`src/rtl/bf3_pkg.sv`:
```
// ----------------------------------------------------------------------------
// bf3_pkg
// Types and constants shared by the 3x3 RGB box filter modules.
// ----------------------------------------------------------------------------
package bf3_pkg;

  localparam int KERNEL       = 3;
  localparam int ROW_LIMIT    = 2048;
  localparam int RESET_WIDTH  = 640;
  localparam int RESET_HEIGHT = 480;
  localparam int CFG_W        = 12;
  localparam int POS_W        = 11;
  localparam int JQ_DEPTH     = 4;
  localparam int OF_DEPTH     = 8;

  // floor(s / 9) == (s * RECIP9) >> DIV9_SHIFT for every s up to 9 * 255
  localparam int RECIP9       = 7282;
  localparam int DIV9_SHIFT   = 16;

  typedef logic [CFG_W-1:0] cfg_data_t;
  typedef logic [POS_W-1:0] pos_t;
  typedef logic             cfg_index_t;

  localparam cfg_index_t REG_IMAGE_WIDTH  = 1'b0;
  localparam cfg_index_t REG_IMAGE_HEIGHT = 1'b1;

  typedef struct packed {
    logic [7:0] red_in;
    logic [7:0] green_in;
    logic [7:0] blue_in;
  } in_item_t;

  typedef struct packed {
    logic [7:0] red_out;
    logic [7:0] green_out;
    logic [7:0] blue_out;
    pos_t       out_column;
    pos_t       out_row;
    logic       last_of_run;
  } out_item_t;

  typedef struct packed {
    logic [7:0] red;
    logic [7:0] green;
    logic [7:0] blue;
  } pixel_t;

  // one entry of the line store: rows r-2 and r-1 at one column
  typedef struct packed {
    pixel_t upper;
    pixel_t lower;
  } line_pair_t;

  // sum of one window column (three pixels) per channel
  typedef struct packed {
    logic [9:0] red;
    logic [9:0] green;
    logic [9:0] blue;
  } col_sum_t;

  // work handed from front to back: up to three results of one input
  typedef struct packed {
    logic     has_a;     // lagging result (c-1, r-1)
    logic     has_b;     // right edge of the row above (w-1, r-1)
    logic     has_c;     // bottom row pass-through (c, r)
    logic     filt;      // first result is an interior mean
    col_sum_t cs0;
    col_sum_t cs1;
    col_sum_t cs2;
    pixel_t   pass_a;
    pixel_t   pix_b;
    pixel_t   pix_c;
    pos_t     col;
    pos_t     row;
    pos_t     edge_col;
  } job_t;

endpackage

```
`src/rtl/bf3_job_queue.sv`:
```
// ----------------------------------------------------------------------------
// bf3_job_queue
// Short queue of classified pixels between the intake and the result side.
// ----------------------------------------------------------------------------
module bf3_job_queue
  import bf3_pkg::*;
(
  input  logic clk,
  input  logic rst,
  input  job_t wr_job,
  input  logic wr_push,
  output logic wr_full,
  output job_t rd_job,
  input  logic rd_pop,
  output logic rd_empty
);

  localparam int PW = $clog2(JQ_DEPTH);

  job_t          slots [JQ_DEPTH];
  logic [PW-1:0] wr_ptr;
  logic [PW-1:0] rd_ptr;
  logic [PW:0]   count;

  assign wr_full  = (count == (PW + 1)'(JQ_DEPTH));
  assign rd_empty = (count == '0);
  assign rd_job   = slots[rd_ptr];

  always_ff @(posedge clk) begin
    if (rst) begin
      wr_ptr <= '0;
      rd_ptr <= '0;
      count  <= '0;
    end else begin
      if (wr_push) begin
        wr_ptr <= wr_ptr + PW'(1);
      end
      if (rd_pop) begin
        rd_ptr <= rd_ptr + PW'(1);
      end
      count <= count + (PW + 1)'(wr_push) - (PW + 1)'(rd_pop);
    end
  end

  always_ff @(posedge clk) begin
    if (wr_push) begin
      slots[wr_ptr] <= wr_job;
    end
  end

endmodule

```
`config.mk`:
```
export PLATFORM = sky130hd
export DESIGN_NAME = bf3_job_queue
export DESIGN_NICKNAME = d
export VERILOG_FILES = /design/src/rtl/bf3_pkg.sv /design/src/rtl/bf3_job_queue.sv
export SDC_FILE = /design/constraint.sdc
export NUM_CORES = 1
export LEC_CHECK = 0
export ABC_AREA = 1
export BUFFER_PORTS_ARGS = -buffer_cell sky130_fd_sc_hd__buf_2
export CAP_MARGIN = 20
export CELL_PAD_IN_SITES_DETAIL_PLACEMENT = 1
export CELL_PAD_IN_SITES_GLOBAL_PLACEMENT = 1
export CORE_UTILIZATION = 43
export CTS_CLUSTER_DIAMETER = 60
export CTS_CLUSTER_SIZE = 14
export DETAILED_ROUTE_END_ITERATION = 8
export PLACE_DENSITY = 0.77
export SYNTH_ARGS = -nofsm -noshare
export SYNTH_HDL_FRONTEND = slang
export SYNTH_SLANG_ARGS = --single-unit
```
`constraint.sdc`:
```
create_clock -name clk -period 5.77 [get_ports clk]
set_input_delay 1.154 -clock clk [delete_from_list [all_inputs] [get_ports clk]]
set_output_delay 1.154 -clock clk [all_outputs]
set_load 0.01 [all_outputs]
```
==> results of run 1 <==
[stage by stage]
stage	util (%)	cell area (um^2)	total power (uW)	hold WS, ns
6_report	50.7	36500	12500	0.486
5_1_grt	50.7	36500	12900	0.517
4_1_cts	50.7	36500	12600	0.495
3_5_place_dp	47.7	34400	8100	0.476
3_3_place_gp	47.7	34400	8010	0.438
2_1_floorplan	-	31500	7560	0.436
[state kept, by name (all words and copies together) (netlist names), named ones only]
register / cells
slots: 796
count: 3
rd_ptr: 2
wr_ptr: 2
[worst paths after layout]
kind	slack [ns]	cells past startpoint	to	start
hold / removal	0.49	2	rd_ptr[1]	rd_ptr[1]
setup / recovery	1.72	5	rd_job[65]	register
hold reg to reg	0.49	2	rd_ptr[1]	rd_ptr[1]
setup reg to reg	3.25	5	slots[1][67]	wr_ptr[1]
[where the power goes]
| group | leakage, uW | switching [uW] | internal [uW] |
|---|---|---|---|
| clock | 0.00102 | 2090 | 2410 |
| combinational | 0.00559 | 810 | 371 |
| sequential | 0.00739 | 86.1 | 6690 |
[cell families after synthesis]
kind of cell | count (synthesis)
AO/OA/AOI/OAI | 607
adder cells (fa/ha/maj) | 7
buffers and inverters | 546
AND/OR/NAND/NOR | 412
flip-flops | 805
[critical path: stages, from the launching register on]
cell	delay [ns]
dfxtp_4	0.93
buf_12	0.57
a21oi_1	0.20
o21ai_0	0.14
nand2_1	0.10
buf_2	0.15
[cell usage in the layout (no fill, tap or decap), types with 2 or more instances in the layout]
cell / n
inv_16: 2
o211ai_1: 199
clkbuf_1: 13
diode_2: 14
inv_8: 5
inv_6: 4
ha_1: 6
buf_12: 10
nand2_1: 406
dfxtp_4: 2
clkinvlp_4: 4
o21ai_0: 203
edfxtp_1: 796
clkinv_2: 2
inv_1: 410
nor2_1: 4
dfxtp_1: 7
buf_2: 403
buf_4: 12
clkinv_4: 2
a21oi_1: 205
clkbuf_16: 74
[final cells by class]
| type | count | area share, % |
|---|---|---|
| repair buffers | 425 | 6.32 |
| clock inverters | 18 | 0.531 |
| diodes | 14 | 0.0960 |
| flip-flops and latches | 805 | 66.0 |
| clock buffers | 88 | 5.25 |
| well taps | 950 | 3.26 |
| inverters | 414 | 4.34 |
| multi-input cells | 1026 | 14.2 |
[metal layers]
metal,vias up,wire (um),track usage [%]
met4,34,2310,7.45
li1,9025,-,-
met3,177,4420,5.11
met2,470,40100,36.8
met1,9636,28500,22.2
met5,-,222,0
==> impl_metrics.json, run 1 <==
{
  "grtUsageTotal_pct": 20.0,
  "synth_commonest_cells": "edfxtp_1, inv_1, nand2_1, a21oi_1, o21ai_0",
  "ant_nets": 0,
  "yosysMostFrequentCell": "edfxtp_1",
  "fp-row-count": 98,
  "maxCapViolCount": 0,
  "critPathMaxFanout": 188,
  "core_area_um2": 72000,
  "timing.setup.tns_ns": 0,
  "yosys.area_share.simple_pct": 4.92,
  "clock_latency_ns": 0.62,
  "slew_headroom_pct": 27.0,
  "dieWidth_um": 273,
  "dp.cells": 3620,
  "synth-seq-area-share_pct": 76.5,
  "ys.warnings.count": 0,
  "end_kind": "output pin",
  "antenna_found_initial": 27,
  "synth_top_family_by_area": "compound AO/OA/AOI/OAI gates",
  "synth_xor_xnor_area_share_pct": 0,
  "firstDrtPassIters": 5,
  "cts_root_buf": "clkbuf_16",
  "netlist.top_cell.by_area": "edfxtp_1",
  "outcome": "complete, no violations",
  "die-area_um2": 74300,
  "cellPowerDensity_nw_per_um2": 341,
  "grt_max_degree": 189,
  "start_kind": "register",
  "synthCells": 2377,
  "synth_flop_cell": "edfxtp_1",
  "synth_fp_nets": 2587,
  "place.port_buffers": 403,
  "synthToLayoutAreaGrowth_pct": 15.9,
  "p_leak_uw": 0.0140,
  "cts_hold_buf": 0,
  "post_cts_resized": 0,
  "muxShareOfSynthArea_pct": 0,
  "vdd_drop_max_mv": 0.302,
  "synth-compound-area-share_pct": 11.2,
  "seq_area_um2": 24100,
  "drive_above_1_share_pct": 18.8,
  "synth_area_um2": 31500,
  "worstMarginPinSlew_ns": 1.09,
  "finalCriticalPeriod_ns": 4.05,
  "synth_area_leaders": "edfxtp_1, inv_1, nand2_1, o211ai_1, a21oi_1",
  "dpl.hpwl_um": 45700,
  "ys_seq_elements": 805,
  "finalCritPeriodShare_pct": 70.2,
  "cts_tree": "built",
  "overflow": 0,
  "instances_no_fill": 3740,
  "grt_pass1_wl_um": 114000,
  "rsz0062_at_grt": "no",
  "finalMaxSlewViolations": 0,
  "viasPerCell": 5.17,
  "multi_input_comb_area_um2": 5180,
  "synth-adder-area-share_pct": 0.302,
  "cts_max_level": 3,
  "postCtsSetupRepairBufs": 0,
  "wl_per_cell_um": 20.2,
  "num-nets-final": 2954,
  "netlist.area_leader.share_pct": 75.9,
  "start_util_pct": 43.7,
  "arrival_ns": 2.90,
  "path_class": "register to output pin",
  "clock-sinks": 805,
  "worstHoldPathType": "register to register",
  "gp_congestion": 0.731,
  "async_flop_share_pct": 0,
  "drtIter0Drc": 1047,
  "fill_cells": 7384,
  "die-height_um": 273,
  "hold_viol_final": 0,
  "io_pins": 404,
  "post_synth.cell_area_avg_um2": 13.2,
  "finalWirelength_um": 75600,
  "drc": 0,
  "cp.required_ns": 4.62,
  "synthDistinctLibCells": 17,
  "timing.fmax_mhz": 247,
  "cts_inserted_buffers": 72,
  "route.vias.total": 19300,
  "clk_pin_slew_worst_paths_ns": 0.07,
  "synth-edff-count": 796,
  "cts_max_path_buffers": 3,
  "fin_skew_ns": 0.0279,
  "pre_cts_ws_ns": 2.35,
  "setup_viol": 0,
  "fin_ws_ns": 1.72,
  "grt_pass1_vias": 20900
}
No activity file was read; power rests on OpenSTA's default activity.
==> run 2: changes to the inputs <==
--- a/config.mk
+++ b/config.mk
@@ -5,12 +5,12 @@
 export SDC_FILE = /design/constraint.sdc
 export NUM_CORES = 1
 export LEC_CHECK = 0
-export ABC_AREA = 1
+export ABC_AREA = 0
 export BUFFER_PORTS_ARGS = -buffer_cell sky130_fd_sc_hd__buf_2
 export CAP_MARGIN = 20
 export CELL_PAD_IN_SITES_DETAIL_PLACEMENT = 1
 export CELL_PAD_IN_SITES_GLOBAL_PLACEMENT = 1
-export CORE_UTILIZATION = 43
+export CORE_UTILIZATION = 46
 export CTS_CLUSTER_DIAMETER = 60
 export CTS_CLUSTER_SIZE = 14
 export DETAILED_ROUTE_END_ITERATION = 8
==> constraint.sdc (replaced) <==
create_clock -name clk -period 3.3 [get_ports clk]
set_input_delay 0.66 -clock clk [delete_from_list [all_inputs] [get_ports clk]]
set_output_delay 0.66 -clock clk [all_outputs]
set_load 0.01 [all_outputs]
==> run 2 against run 1 <==
  * Die area decreased by 13%
  * Flip-flop and latch count unchanged
  * Critical path depth decreased by 2
  * Wire length decreased by 17%
  * Synthesized area decreased by 7.5%
  * First-iteration DRC count decreased by 34%
  * Clock skew increased by 0.00099 ns
  * Synthesized cell count decreased by 55%
  * Sequential share of layout area increased by 3.9 points
  * Setup slack got worse by 1.5 ns
  * Critical path type unchanged
  * Largest power group unchanged
==> impl_metrics.json, run 2 <==
{
  "wl_per_cell_um": 26.0,
  "antenna_found_initial": 20,
  "place.port_buffers": 403,
  "r2r_slack_ns": 1.33,
  "finalCriticalPeriod_ns": 3.06,
  "cts_inserted_buffers": 68,
  "die-area_um2": 64300,
  "dieWidth_um": 254,
  "finalWirelength_um": 63000,
  "reg.largest.list": "slots (796), count (3)",
  "viasPerCell": 5.40,
  "mostFrequentLayoutCell": "edfxtp_1",
  "post_cts_resized": 0,
  "arrival_ns": 2.40,
  "io_pins": 404,
  "grt_pass1_wl_um": 92900,
  "cellPowerDensity_nw_per_um2": 620,
  "synthCells": 1081,
  "synth_commonest_cells": "edfxtp_1, mux4_2, buf_2, buf_6, dfxtp_1",
  "fp-row-count": 91,
  "hold_viol_final": 0,
  "ant_nets": 0,
  "timing.setup.tns_ns": 0,
  "die-height_um": 254,
  "largest_register_ff_count": 796,
  "cts_tree": "built",
  "grt_max_degree": 95,
  "synth_flop_cell": "edfxtp_1",
  "drtIter0Drc": 693,
  "cp.required_ns": 2.64,
  "setup_viol": 0,
  "overflow": 0,
  "finalCritPeriodShare_pct": 92.7,
  "synth_area_leaders": "edfxtp_1, mux4_2, dfxtp_1, buf_6, buf_2",
  "grt_pass1_vias": 14700,
  "cts_root_buf": "clkbuf_16",
  "finalMaxSlewViolations": 0,
  "synth-seq-area-share_pct": 82.7,
  "clk_pin_slew_worst_paths_ns": 0.06,
  "netlist.top_cell.by_area": "edfxtp_1",
  "rsz0062_at_grt": "no",
  "slew_headroom_pct": 56.5,
  "start_util_pct": 46.8,
  "hold-worst-slack_ns": 0.256,
  "dp.cells": 2328,
  "fin_skew_ns": 0.0289,
  "cts_max_level": 3,
  "pre_cts_ws_ns": 0.824,
  "yosysMostFrequentCell": "edfxtp_1",
  "cts_hold_buf": 0,
  "firstDrtPassIters": 4,
  "fill_cells": 5362,
  "synth_fp_nets": 1291,
  "route.vias.total": 13100,
  "outcome": "complete, no violations",
  "path_class": "register to output pin",
  "vdd_drop_max_mv": 0.492,
  "ys_seq_elements": 805,
  "clock_latency_ns": 0.61,
  "instances_no_fill": 2426,
  "netlist.area_leader.share_pct": 82.1,
  "postCtsSetupRepairBufs": 0,
  "synthDistinctLibCells": 21,
  "dpl.hpwl_um": 41200,
  "largest_register": "slots",
  "worstMarginPinSlew_ns": 0.653,
  "critPathMaxFanout": 60,
  "ys.warnings.count": 0,
  "async_flop_share_pct": 0,
  "synth_area_um2": 29100,
  "gp_congestion": 0.733,
  "end_kind": "output pin",
  "grtUsageTotal_pct": 19.8,
  "fin_ws_ns": 0.242,
  "worstHoldPathType": "input pin to register",
  "timing.fmax_mhz": 327,
  "post_synth.cell_area_avg_um2": 26.9,
  "start_kind": "register",
  "cts_max_path_buffers": 3,
  "core_area_um2": 62200,
  "most-common-layout-cells": "edfxtp_1, buf_2, mux4_2",
  "clock-sinks": 805,
  "drc": 0,
  "num-nets-final": 1771,
  "synth-edff-count": 796,
  "maxCapViolCount": 0,
  "p_leak_uw": 0.0115,
  "drive_above_1_share_pct": 46.8,
  "synthToLayoutAreaGrowth_pct": 18.3
}
run 2: cells by family after synthesis:
group	share of synthesized area, %
muxes	15.4
buffers and inverters	1.10
DFF	82.7
AOI/OAI and AO/OA	0.0515
and+or+nand+nor	0.258
adders and majority gates	0.327
xor gates and xnor gates	0.142
run 2: metrics by stage:
stage / util (%) / cell area [um^2] / power, uW
final: 55.4 / 34500 / 21400
after global routing: 55.4 / 34400 / 22000
after CTS: 55.4 / 34400 / 21600
after detailed placement: 52.3 / 32500 / 14400
after global placement: 52.3 / 32500 / 14200
after floorplan: - / 29100 / 13300
run 2: worst paths after layout:
path / startpoint / to / cells past startpoint
hold / removal: wr_job[70] / slots[0][70] / 1
hold reg to reg: rd_ptr[1] / register / 2
setup / recovery: register / rd_job[181] / 3
setup reg to reg: wr_ptr[0] / slots[0][152] / 4
run 2: final cells by class:
cell class | instances | area [um^2] | share of cell area [%]
Clock inverter | 9 | 128 | 0.370
Sequential cell | 805 | 24100 | 69.9
Antenna cell | 11 | 27.5 | 0.0799
Multi-Input combinational cell | 226 | 4730 | 13.7
Inverter | 6 | 22.5 | 0.0654
Clock buffer | 78 | 1780 | 5.17
Timing Repair Buffer | 454 | 2630 | 7.62
Tap cell | 837 | 1050 | 3.04
run 2: where the power goes:
group	internal [uW]	switching (uW)	total [uW]
Sequential	11800	130	11900
Clock	3860	3420	7280
Combinational	995	1200	2200
run 2: critical path, cell delays in order, from the launching register on:
cell and delay (ns):
dfxtp_4 0.50, buf_12 0.41, mux4_2 0.59, buf_2 0.17
run 2: layer usage:
metal | vias to the layer above | GRT usage, % | share of wire, %
met4 | 16 | 5.92 | 2.4
met3 | 104 | 6.03 | 7.1
met1 | 6957 | 23.6 | 38
met2 | 395 | 34.6 | 52
li1 | 5636 | - | -
met5 | - | 0 | 0.17
