File: config.mk
export PLATFORM = sky130hd
export DESIGN_NAME = bf3_back
export DESIGN_NICKNAME = d
export VERILOG_FILES = /design/src/rtl/bf3_pkg.sv /design/src/rtl/bf3_back.sv
export SDC_FILE = /design/constraint.sdc
export NUM_CORES = 1
export LEC_CHECK = 0
export ABC_AREA = 1
export BUFFER_PORTS_ARGS = -buffer_cell sky130_fd_sc_hd__buf_4
export CAP_MARGIN = 25
export CORE_MARGIN = 2
export CORE_UTILIZATION = 36
export CTS_BUF_LIST = sky130_fd_sc_hd__clkbuf_8
export DETAILED_ROUTE_END_ITERATION = 16
export PLACE_DENSITY = 0.53
export SLEW_MARGIN = 40
export SYNTH_ARGS = -nofsm -noshare
export SYNTH_HDL_FRONTEND = slang
export SYNTH_SLANG_ARGS = --single-unit
File: constraint.sdc
create_clock -name clk -period 4.5 [get_ports clk]
set_clock_uncertainty 0.05 [all_clocks]
set_input_delay 0.225 -clock clk [delete_from_list [all_inputs] [get_ports clk]]
set_output_delay 0.225 -clock clk [all_outputs]
set_load 0.02 [all_outputs]
File: src/rtl/bf3_pkg.sv
// ----------------------------------------------------------------------------
// bf3_pkg
// Types and constants shared by the 3x3 RGB box filter modules.
// ----------------------------------------------------------------------------
package bf3_pkg;

  localparam int KERNEL       = 3;
  localparam int ROW_LIMIT    = 2048;
  localparam int RESET_WIDTH  = 640;
  localparam int RESET_HEIGHT = 480;
  localparam int CFG_W        = 12;
  localparam int POS_W        = 11;
  localparam int JQ_DEPTH     = 4;
  localparam int OF_DEPTH     = 8;

  // floor(s / 9) == (s * RECIP9) >> DIV9_SHIFT for every s up to 9 * 255
  localparam int RECIP9       = 7282;
  localparam int DIV9_SHIFT   = 16;

  typedef logic [CFG_W-1:0] cfg_data_t;
  typedef logic [POS_W-1:0] pos_t;
  typedef logic             cfg_index_t;

  localparam cfg_index_t REG_IMAGE_WIDTH  = 1'b0;
  localparam cfg_index_t REG_IMAGE_HEIGHT = 1'b1;

  typedef struct packed {
    logic [7:0] red_in;
    logic [7:0] green_in;
    logic [7:0] blue_in;
  } in_item_t;

  typedef struct packed {
    logic [7:0] red_out;
    logic [7:0] green_out;
    logic [7:0] blue_out;
    pos_t       out_column;
    pos_t       out_row;
    logic       last_of_run;
  } out_item_t;

  typedef struct packed {
    logic [7:0] red;
    logic [7:0] green;
    logic [7:0] blue;
  } pixel_t;

  // one entry of the line store: rows r-2 and r-1 at one column
  typedef struct packed {
    pixel_t upper;
    pixel_t lower;
  } line_pair_t;

  // sum of one window column (three pixels) per channel
  typedef struct packed {
    logic [9:0] red;
    logic [9:0] green;
    logic [9:0] blue;
  } col_sum_t;

  // work handed from front to back: up to three results of one input
  typedef struct packed {
    logic     has_a;     // lagging result (c-1, r-1)
    logic     has_b;     // right edge of the row above (w-1, r-1)
    logic     has_c;     // bottom row pass-through (c, r)
    logic     filt;      // first result is an interior mean
    col_sum_t cs0;
    col_sum_t cs1;
    col_sum_t cs2;
    pixel_t   pass_a;
    pixel_t   pix_b;
    pixel_t   pix_c;
    pos_t     col;
    pos_t     row;
    pos_t     edge_col;
  } job_t;

endpackage

File: src/rtl/bf3_back.sv
// ----------------------------------------------------------------------------
// bf3_back
// Result side: splits each job into its results, forms the 3x3 mean by a
// reciprocal multiply, and holds finished results in an output queue.
// ----------------------------------------------------------------------------
module bf3_back
  import bf3_pkg::*;
(
  input  logic      clk,
  input  logic      rst,
  input  job_t      job,
  input  logic      job_empty,
  output logic      job_pop,
  output out_item_t result,
  output logic      empty,
  input  logic      pop
);

  typedef enum logic [1:0] {
    RES_INNER,
    RES_EDGE,
    RES_BOTTOM
  } res_kind_t;

  typedef struct packed {
    logic [11:0] red;
    logic [11:0] green;
    logic [11:0] blue;
  } win_sum_t;

  typedef struct packed {
    logic [23:0] red;
    logic [23:0] green;
    logic [23:0] blue;
  } prod_t;

  localparam int OW = $clog2(OF_DEPTH);

  logic      done_a;
  logic      done_b;
  logic      pend_a;
  logic      pend_b;
  res_kind_t kind;
  logic      sel_last;
  logic      space;
  logic      issue;

  logic      b1_valid;
  logic      b1_filt;
  win_sum_t  b1_sum;
  pixel_t    b1_pix;
  pos_t      b1_col;
  pos_t      b1_row;
  logic      b1_last;

  logic      b2_valid;
  logic      b2_filt;
  prod_t     b2_prod;
  pixel_t    b2_pix;
  pos_t      b2_col;
  pos_t      b2_row;
  logic      b2_last;

  out_item_t of_word;
  out_item_t of_slots [OF_DEPTH];
  logic [OW-1:0] of_wr;
  logic [OW-1:0] of_rd;
  logic [OW:0]   of_count;
  logic [OW+1:0] of_load;
  logic          of_pop;

  always_comb begin
    pend_a = job.has_a && !done_a;
    pend_b = job.has_b && !done_b;
    if (pend_a) begin
      kind     = RES_INNER;
      sel_last = !(pend_b || job.has_c);
    end else if (pend_b) begin
      kind     = RES_EDGE;
      sel_last = !job.has_c;
    end else begin
      kind     = RES_BOTTOM;
      sel_last = 1'b1;
    end
    // count results in flight so the output queue never overflows
    of_load = (OW + 2)'(of_count) + (OW + 2)'(b1_valid) + (OW + 2)'(b2_valid);
    space   = (of_load < (OW + 2)'(OF_DEPTH));
    issue   = !job_empty && space;
    job_pop = issue && sel_last;
  end

  always_ff @(posedge clk) begin
    if (rst) begin
      done_a   <= 1'b0;
      done_b   <= 1'b0;
      b1_valid <= 1'b0;
      b2_valid <= 1'b0;
    end else begin
      if (job_pop) begin
        done_a <= 1'b0;
        done_b <= 1'b0;
      end else if (issue) begin
        unique case (kind)
          RES_INNER:  done_a <= 1'b1;
          RES_EDGE:   done_b <= 1'b1;
          RES_BOTTOM: done_b <= done_b;
          default:    done_b <= done_b;
        endcase
      end
      b1_valid <= issue;
      b2_valid <= b1_valid;
    end
  end

  // stage 1: pick the result, add the three column sums
  always_ff @(posedge clk) begin
    if (issue) begin
      b1_sum.red   <= 12'(job.cs0.red)   + 12'(job.cs1.red)   + 12'(job.cs2.red);
      b1_sum.green <= 12'(job.cs0.green) + 12'(job.cs1.green) + 12'(job.cs2.green);
      b1_sum.blue  <= 12'(job.cs0.blue)  + 12'(job.cs1.blue)  + 12'(job.cs2.blue);
      b1_last      <= sel_last;
      unique case (kind)
        RES_INNER: begin
          b1_filt <= job.filt;
          b1_pix  <= job.pass_a;
          b1_col  <= job.col - POS_W'(1);
          b1_row  <= job.row - POS_W'(1);
        end
        RES_EDGE: begin
          b1_filt <= 1'b0;
          b1_pix  <= job.pix_b;
          b1_col  <= job.edge_col;
          b1_row  <= job.row - POS_W'(1);
        end
        default: begin
          b1_filt <= 1'b0;
          b1_pix  <= job.pix_c;
          b1_col  <= job.col;
          b1_row  <= job.row;
        end
      endcase
    end
  end

  // stage 2: divide by nine as a multiply by the scaled reciprocal
  always_ff @(posedge clk) begin
    if (b1_valid) begin
      b2_prod.red   <= 24'(b1_sum.red)   * 24'(RECIP9);
      b2_prod.green <= 24'(b1_sum.green) * 24'(RECIP9);
      b2_prod.blue  <= 24'(b1_sum.blue)  * 24'(RECIP9);
      b2_filt       <= b1_filt;
      b2_pix        <= b1_pix;
      b2_col        <= b1_col;
      b2_row        <= b1_row;
      b2_last       <= b1_last;
    end
  end

  always_comb begin
    if (b2_filt) begin
      of_word.red_out   = b2_prod.red[DIV9_SHIFT +: 8];
      of_word.green_out = b2_prod.green[DIV9_SHIFT +: 8];
      of_word.blue_out  = b2_prod.blue[DIV9_SHIFT +: 8];
    end else begin
      of_word.red_out   = b2_pix.red;
      of_word.green_out = b2_pix.green;
      of_word.blue_out  = b2_pix.blue;
    end
    of_word.out_column  = b2_col;
    of_word.out_row     = b2_row;
    of_word.last_of_run = b2_last;
  end

  assign empty  = (of_count == '0);
  assign result = of_slots[of_rd];
  assign of_pop = pop && !empty;

  always_ff @(posedge clk) begin
    if (rst) begin
      of_wr    <= '0;
      of_rd    <= '0;
      of_count <= '0;
    end else begin
      if (b2_valid) begin
        of_wr <= of_wr + OW'(1);
      end
      if (of_pop) begin
        of_rd <= of_rd + OW'(1);
      end
      of_count <= of_count + (OW + 1)'(b2_valid) - (OW + 1)'(of_pop);
    end
  end

  always_ff @(posedge clk) begin
    if (b2_valid) begin
      of_slots[of_wr] <= of_word;
    end
  end

endmodule

==> reports/results.txt, run 1 <==
Core Area: 83,160 µm²
IO Pins: 252
antenna-violating nets left: 0
largest cells by area after synthesis: edfxtp_1 (53%), ha_1 (9.9%), fa_1 (8.0%)
Hold Crit Class: in -> reg
synth warn: 0
htree depth: 3
total routing usage reported by global routing: 17.81%
DRC errors left: 0
part of the cycle the worst path needs: 96.26%
Post-Route WL: 76.46 mm
Critical R2R Capture: b2_prod[69]
layout cells sized above 1: 15.41%
RSZ-0062 raised after global routing: yes
Setup crit end: b2_prod[69]
global route overflow: 0
top-area cell type share of the netlist area: 53.08%
initial antenna violation count: 2
drt initial violations: 1,137
status: finished, final reports clean
setup TNS: 0 ns
dpl ws: 0.06465 ns
crit path DAT: 4.73 ns
register bit total from synthesis: 549
Worst Max-Slew Pin Slew: 0.8271 ns
fmax: 230.8 MHz
Finished Core Util: 44.06%
CP endpoint kind: flop
Clk pin slew, worst setup/hold paths: 0.05 ns
DP Wirelength: 51.75 mm
post-route non-filler standard cell count: 4,306
vias per std cell: 4.856
Clock Sinks: 549
Avg Cell Area, Syn: 11.07 µm²
first-pass GRT wire length: 119.5 mm
RR Startpoint: b1_sum[31]
die height: 293.1 µm
# rows: 106
root buf cell: clkbuf_8
Synth Instances: 2,718
Post-Place Cells: 4,010
Worst setup SP type: flop
number of global-route vias before repair: 21.84k
syn nets: 3,280
Tmin final: 4.332 ns
IO buf count: 251
top_reg_cell synth: edfxtp_1
TritonRoute pass-1 iters: 5
TritonCTS buffer count: 94
flop2flop setup slack: 0.17 ns
area of the multi-input gates: 12,340 µm²
final setup margin: 0.1682 ns
Cell Area, Synth: 30,100 µm²
Initial Utilization: 36.19%
Yosys cell types: 41
Filler cells: 7,788
WS Path Type: reg -> reg
die area: 85,930 µm²
Crit. Startpoint: b1_sum[31]
WL/cell: 17.76 µm
routed via count: 20.91k
Post-synth EDFFs: 532
worst skew pair latency: 0.72 ns
Die Wd: 293.1 µm
largest area contributor in the synthesized netlist: edfxtp_1
worst endpoint required time: 4.89 ns
Post-synth top cells: edfxtp_1 (532), nor2_1 (482), inv_1 (318), nand2_1 (263), ha_1 (238)
CTS tree: done
final setup fails: 0
count leader, synth: edfxtp_1
Register Area: 16,320 µm²
Clock Path Buffers: 3
Final Hold Vio Count: 0
largest net degree at the start of global routing: 189
synth-to-layout area growth: 21.76%
Async S/R FF share, synth: 0%
post-synthesis sequential area ratio: 54.21%
max_slew headroom: 44.78%
CP Max Fanout: 5
cells on worst reg2reg path: 17
Final nets: 3,708
Final GP Congestion: 0.8783
Max Cap Viol: 0
fin. max-slew vios: 0
==> critical path, stage by stage, from the launching register on <==
cell,delay (ns)
edfxtp_1,0.49
fa_1,0.55
ha_4,0.30
inv_1,0.05
fa_1,0.52
inv_1,0.05
fa_1,0.50
inv_1,0.06
fa_1,0.53
inv_1,0.06
ha_4,0.28
nand2_2,0.08
nor2_2,0.13
inv_1,0.06
nor3_1,0.15
nand2_1,0.09
nand3_1,0.07
nand2_1,0.06
==> placed cells by master, fill, tap and decap left out, types with 68 or more instances in the layout <==
master,instances
a21oi_1,68
buf_4,288
clkbuf_8,96
dlygate4sd3_1,112
edfxtp_1,532
fa_1,121
ha_1,230
inv_1,344
nand2_1,260
nor2_1,470
o21ai_0,224
o22ai_1,70
==> metal layers <==
| metal | share of wire, % | GRT usage, % | vias up |
|---|---|---|---|
| met4 | 2.2 | 5.241 | 0 |
| met1 | 45 | 23.20 | 10120 |
| met3 | 3.8 | 2.277 | 121 |
| met5 | 0 | 0 | - |
| li1 | - | - | 10240 |
| met2 | 49 | 31.01 | 435 |
==> flip-flops by register name (all words and copies together), names as in the netlist, 4 cells and up, named ones only <==
signal	count
b2_prod	24
b2_row	11
of_slots	376
b1_row	11
b2_pix	24
of_count	4
b2_col	11
b1_col	11
b1_pix	24
b1_sum	36
==> area by class of cell <==
class | count | area share [%]
Antenna cell | 1 | 0.006829
Multi-Input combinational cell | 1763 | 33.69
Clock inverter | 79 | 1.427
Sequential cell | 549 | 44.55
Timing Repair Buffer | 415 | 9.694
Tap cell | 1080 | 3.688
Clock buffer | 96 | 3.606
Inverter | 323 | 3.339
==> how the worst min path moves through the flow <==
| stage | cells after the start | to | from | slack [ns] |
|---|---|---|---|---|
| 2_1_floorplan | 1 | of_count[1] | rst | 0.24 |
| 4_1_cts | 3 | b1_pix[14] | job[71] | 0.0007 |
| 5_1_grt | 3 | b1_pix[14] | job[71] | 0.07 |
| 3_3_place_gp | 0 | b2_col[7] | b1_col[7] | 0.35 |
| 3_5_place_dp | 0 | b2_col[10] | b1_col[10] | 0.35 |
| 6_report | 3 | b1_sum[35] | job[164] | 0.07 |
==> per-stage QoR <==
stage	hold slack, ns	instance area [µm²]
6_report	0.06970	36640
5_1_grt	0.07283	36640
4_1_cts	0.0007169	36440
3_5_place_dp	0.3545	33470
3_3_place_gp	0.3534	33350
2_1_floorplan	0.2417	30100
==> kinds of logic after synthesis <==
| logic type | share of synthesized area (%) |
|---|---|
| and+or+nand+nor | 11.34 |
| DFF | 54.21 |
| adders and majority gates | 17.94 |
| xor gates and xnor gates | 1.601 |
| buffers and inverters | 5.367 |
| AOI/OAI and AO/OA | 8.635 |
| muxes | 0.8980 |
==> repair_timing <==
action,4_1_cts,5_1_grt
gates resized for setup,0,30
hold buffers,112,0
setup buffers,0,7
endpoints found under the setup margin,0,21
endpoints found under the hold margin,76,0
Power of run 1 is left out: the tool's default activity adds up to more than one toggle a clock period on the data nets, which glitch-free logic cannot reach.
==> run 2, diff against run 1 <==
--- a/config.mk
+++ b/config.mk
@@ -5,7 +5,6 @@
 export SDC_FILE = /design/constraint.sdc
 export NUM_CORES = 1
 export LEC_CHECK = 0
-export ABC_AREA = 1
 export BUFFER_PORTS_ARGS = -buffer_cell sky130_fd_sc_hd__buf_4
 export CAP_MARGIN = 25
 export CORE_MARGIN = 2
==> reports/results.txt, run 2 <==
count leader, synth: edfxtp_1
Max Cap Viol: 0
delay-heaviest family, CP: adder cells
Post-Place Cells: 3,194
IO buf count: 251
Clock Path Buffers: 3
htree depth: 3
most frequent cells in the layout: edfxtp_1 (532), buf_4 (365), inv_1 (246), ha_1 (226), fa_1 (119)
# rows: 103
RSZ-0062 raised after global routing: yes
WL/cell: 17.95 µm
max_slew headroom: 46.00%
DP Wirelength: 43.85 mm
Final GP Congestion: 0.8133
Avg Cell Area, Syn: 15.57 µm²
largest area contributor in the synthesized netlist: edfxtp_1
most common cell after layout, fill and taps aside: edfxtp_1
initial antenna violation count: 2
die height: 285.2 µm
fmax: 211.6 MHz
Worst setup SP type: flop
Hold Crit Class: in -> reg
post-route non-filler standard cell count: 3,496
largest net degree at the start of global routing: 61
post-synthesis sequential area ratio: 57.34%
register bit total from synthesis: 549
Worst Max-Slew Pin Slew: 0.8100 ns
Core Area: 78,610 µm²
Largest regs: of_slots (376), b1_sum (36)
crit path DAT: 5.09 ns
TritonCTS buffer count: 91
total routing usage reported by global routing: 15.61%
final setup margin: -0.2257 ns
Final nets: 2,934
Post-synth top cells: edfxtp_1 (532), ha_1 (238), inv_1 (225), fa_1 (121), nand2_1 (97)
final setup fails: 13
top-area cell type share of the netlist area: 56.14%
synth-to-layout area growth: 25.96%
part of the cycle the worst path needs: 105.0%
IO Pins: 252
Filler cells: 7,084
worst stage delay on the critical path: 0.52 ns
Cell Area, Synth: 28,460 µm²
drt initial violations: 581
Die Wd: 285.2 µm
Yosys cell types: 58
failing checks: negative setup slack
Post-synth EDFFs: 532
TritonRoute pass-1 iters: 5
WS Path Type: reg -> reg
area of the multi-input gates: 11,520 µm²
vias per std cell: 4.673
most used cell, CP: fa_1
Crit-path slowest cell: fa_1
CP Cell Sequence: fa_1, ha_1, inv_2, fa_1, inv_1, fa_1, inv_1, fa_1, inv_2, ha_4, a211oi_4, o2111a_1, nor3_2, nor4_4, buf_4, o31ai_2, buf_4, xor2_1
syn nets: 2,390
first-pass GRT wire length: 98.55 mm
number of global-route vias before repair: 18.04k
Tmin final: 4.726 ns
routed via count: 16.34k
Top reg by flops: of_slots
CTS tree: done
worst endpoint required time: 4.87 ns
top_reg_cell synth: edfxtp_1
global route overflow: 0
root buf cell: clkbuf_8
Initial Utilization: 36.20%
DRC errors left: 0
Clk pin slew, worst setup/hold paths: 0.05 ns
largest cells by area after synthesis: edfxtp_1 (56%), ha_1 (10%), fa_1 (8.5%)
Final Hold Vio Count: 0
Synth Instances: 1,828
CP Buf/Inv Count: 6
Register Area: 16,330 µm²
CP endpoint kind: flop
Async S/R FF share, synth: 0%
antenna-violating nets left: 0
Post-Route WL: 62.74 mm
worst skew pair latency: 0.69 ns
flop2flop setup slack: -0.23 ns
status: complete, but fails checks
fin. max-slew vios: 0
die area: 81,310 µm²
synth warn: 0
layout cells sized above 1: 29.82%
Clock Sinks: 549
max reg flops: 376
CP Max Fanout: 4
run 2: changes by cell type in the layout (fill, tap and decap cells not counted), sizes merged, moves of 57 or more:
cell and delta:
mux4 +94, o21ai -190, buf +76, nand3 -57
nand2 -168, o22ai -69, nor2 -399, inv -87
run 2: area by class of cell:
class / count / share of cell area (%)
antenna: 5 / 0.03491
timing repair buffer: 495 / 11.54
clock inverter: 71 / 1.208
multi-input combinational: 1010 / 32.14
tap: 1050 / 3.665
inverter: 225 / 2.356
clock buffer: 91 / 3.494
sequential: 549 / 45.56
run 2: worst paths after layout:
path,end,from,cells past startpoint
worst max-delay path,b2_prod[67],b1_sum[32],18
worst min-delay path,b1_sum[11],job[174],4
worst min register to register,b2_row[3],b1_row[3],0
worst max register to register,b2_prod[67],b1_sum[32],18
run 2: timing repair:
item                                    in CTS  in global routing
endpoints found under the hold margin       72                  0
hold buffers                               116                  0
resized for setup                           38                 27
setup buffers                               10                  8
endpoints found under the setup margin      22                 23
pin swaps                                   33                 28
run 2: through the flow:
step	setup WS [ns]	hold WS [ns]	area, µm²	util, %	TNS, ns
floorplan	-0.05924	0.2466	28470	-	-0.09901
global placement	-0.2572	0.3531	32380	41.19	-2.150
detailed placement	-0.3096	0.3545	32490	41.33	-3.773
CTS	-0.3002	0.008304	35570	45.25	-2.523
global route	-0.4604	0.05475	35840	45.59	-5.430
finish	-0.2257	0.06984	35840	45.59	-1.458
run 2: cell families after synthesis:
family | Yosys count | synth area share, %
buffers and inverters | 269 | 3.606
xor gates and xnor gates | 72 | 2.216
DFF | 549 | 57.34
muxes | 168 | 10.35
adders and majority gates | 359 | 18.98
AOI/OAI and AO/OA | 157 | 3.548
and+or+nand+nor | 254 | 3.962
run 2: worst min-delay path, delay by kind of cell:
| kind | cells | cell delay (ns) |
|---|---|---|
| compound gates | 1 | 0.06 |
| fa+ha+maj | 1 | 0.26 |
| buf+inv | 1 | 0.08 |
| simple gates | 1 | 0.06 |
run 2: metal layers:
metal / track usage (%) / up-vias / wire length [µm]
met2: 26.99 / 340 / 31000
met1: 20.32 / 8099 / 28020
met5: 0 / - / 0
li1: - / 7808 / -
met4: 4.175 / 0 / 1151
met3: 2.640 / 89 / 2565
Power of run 2 is left out for the same reason.
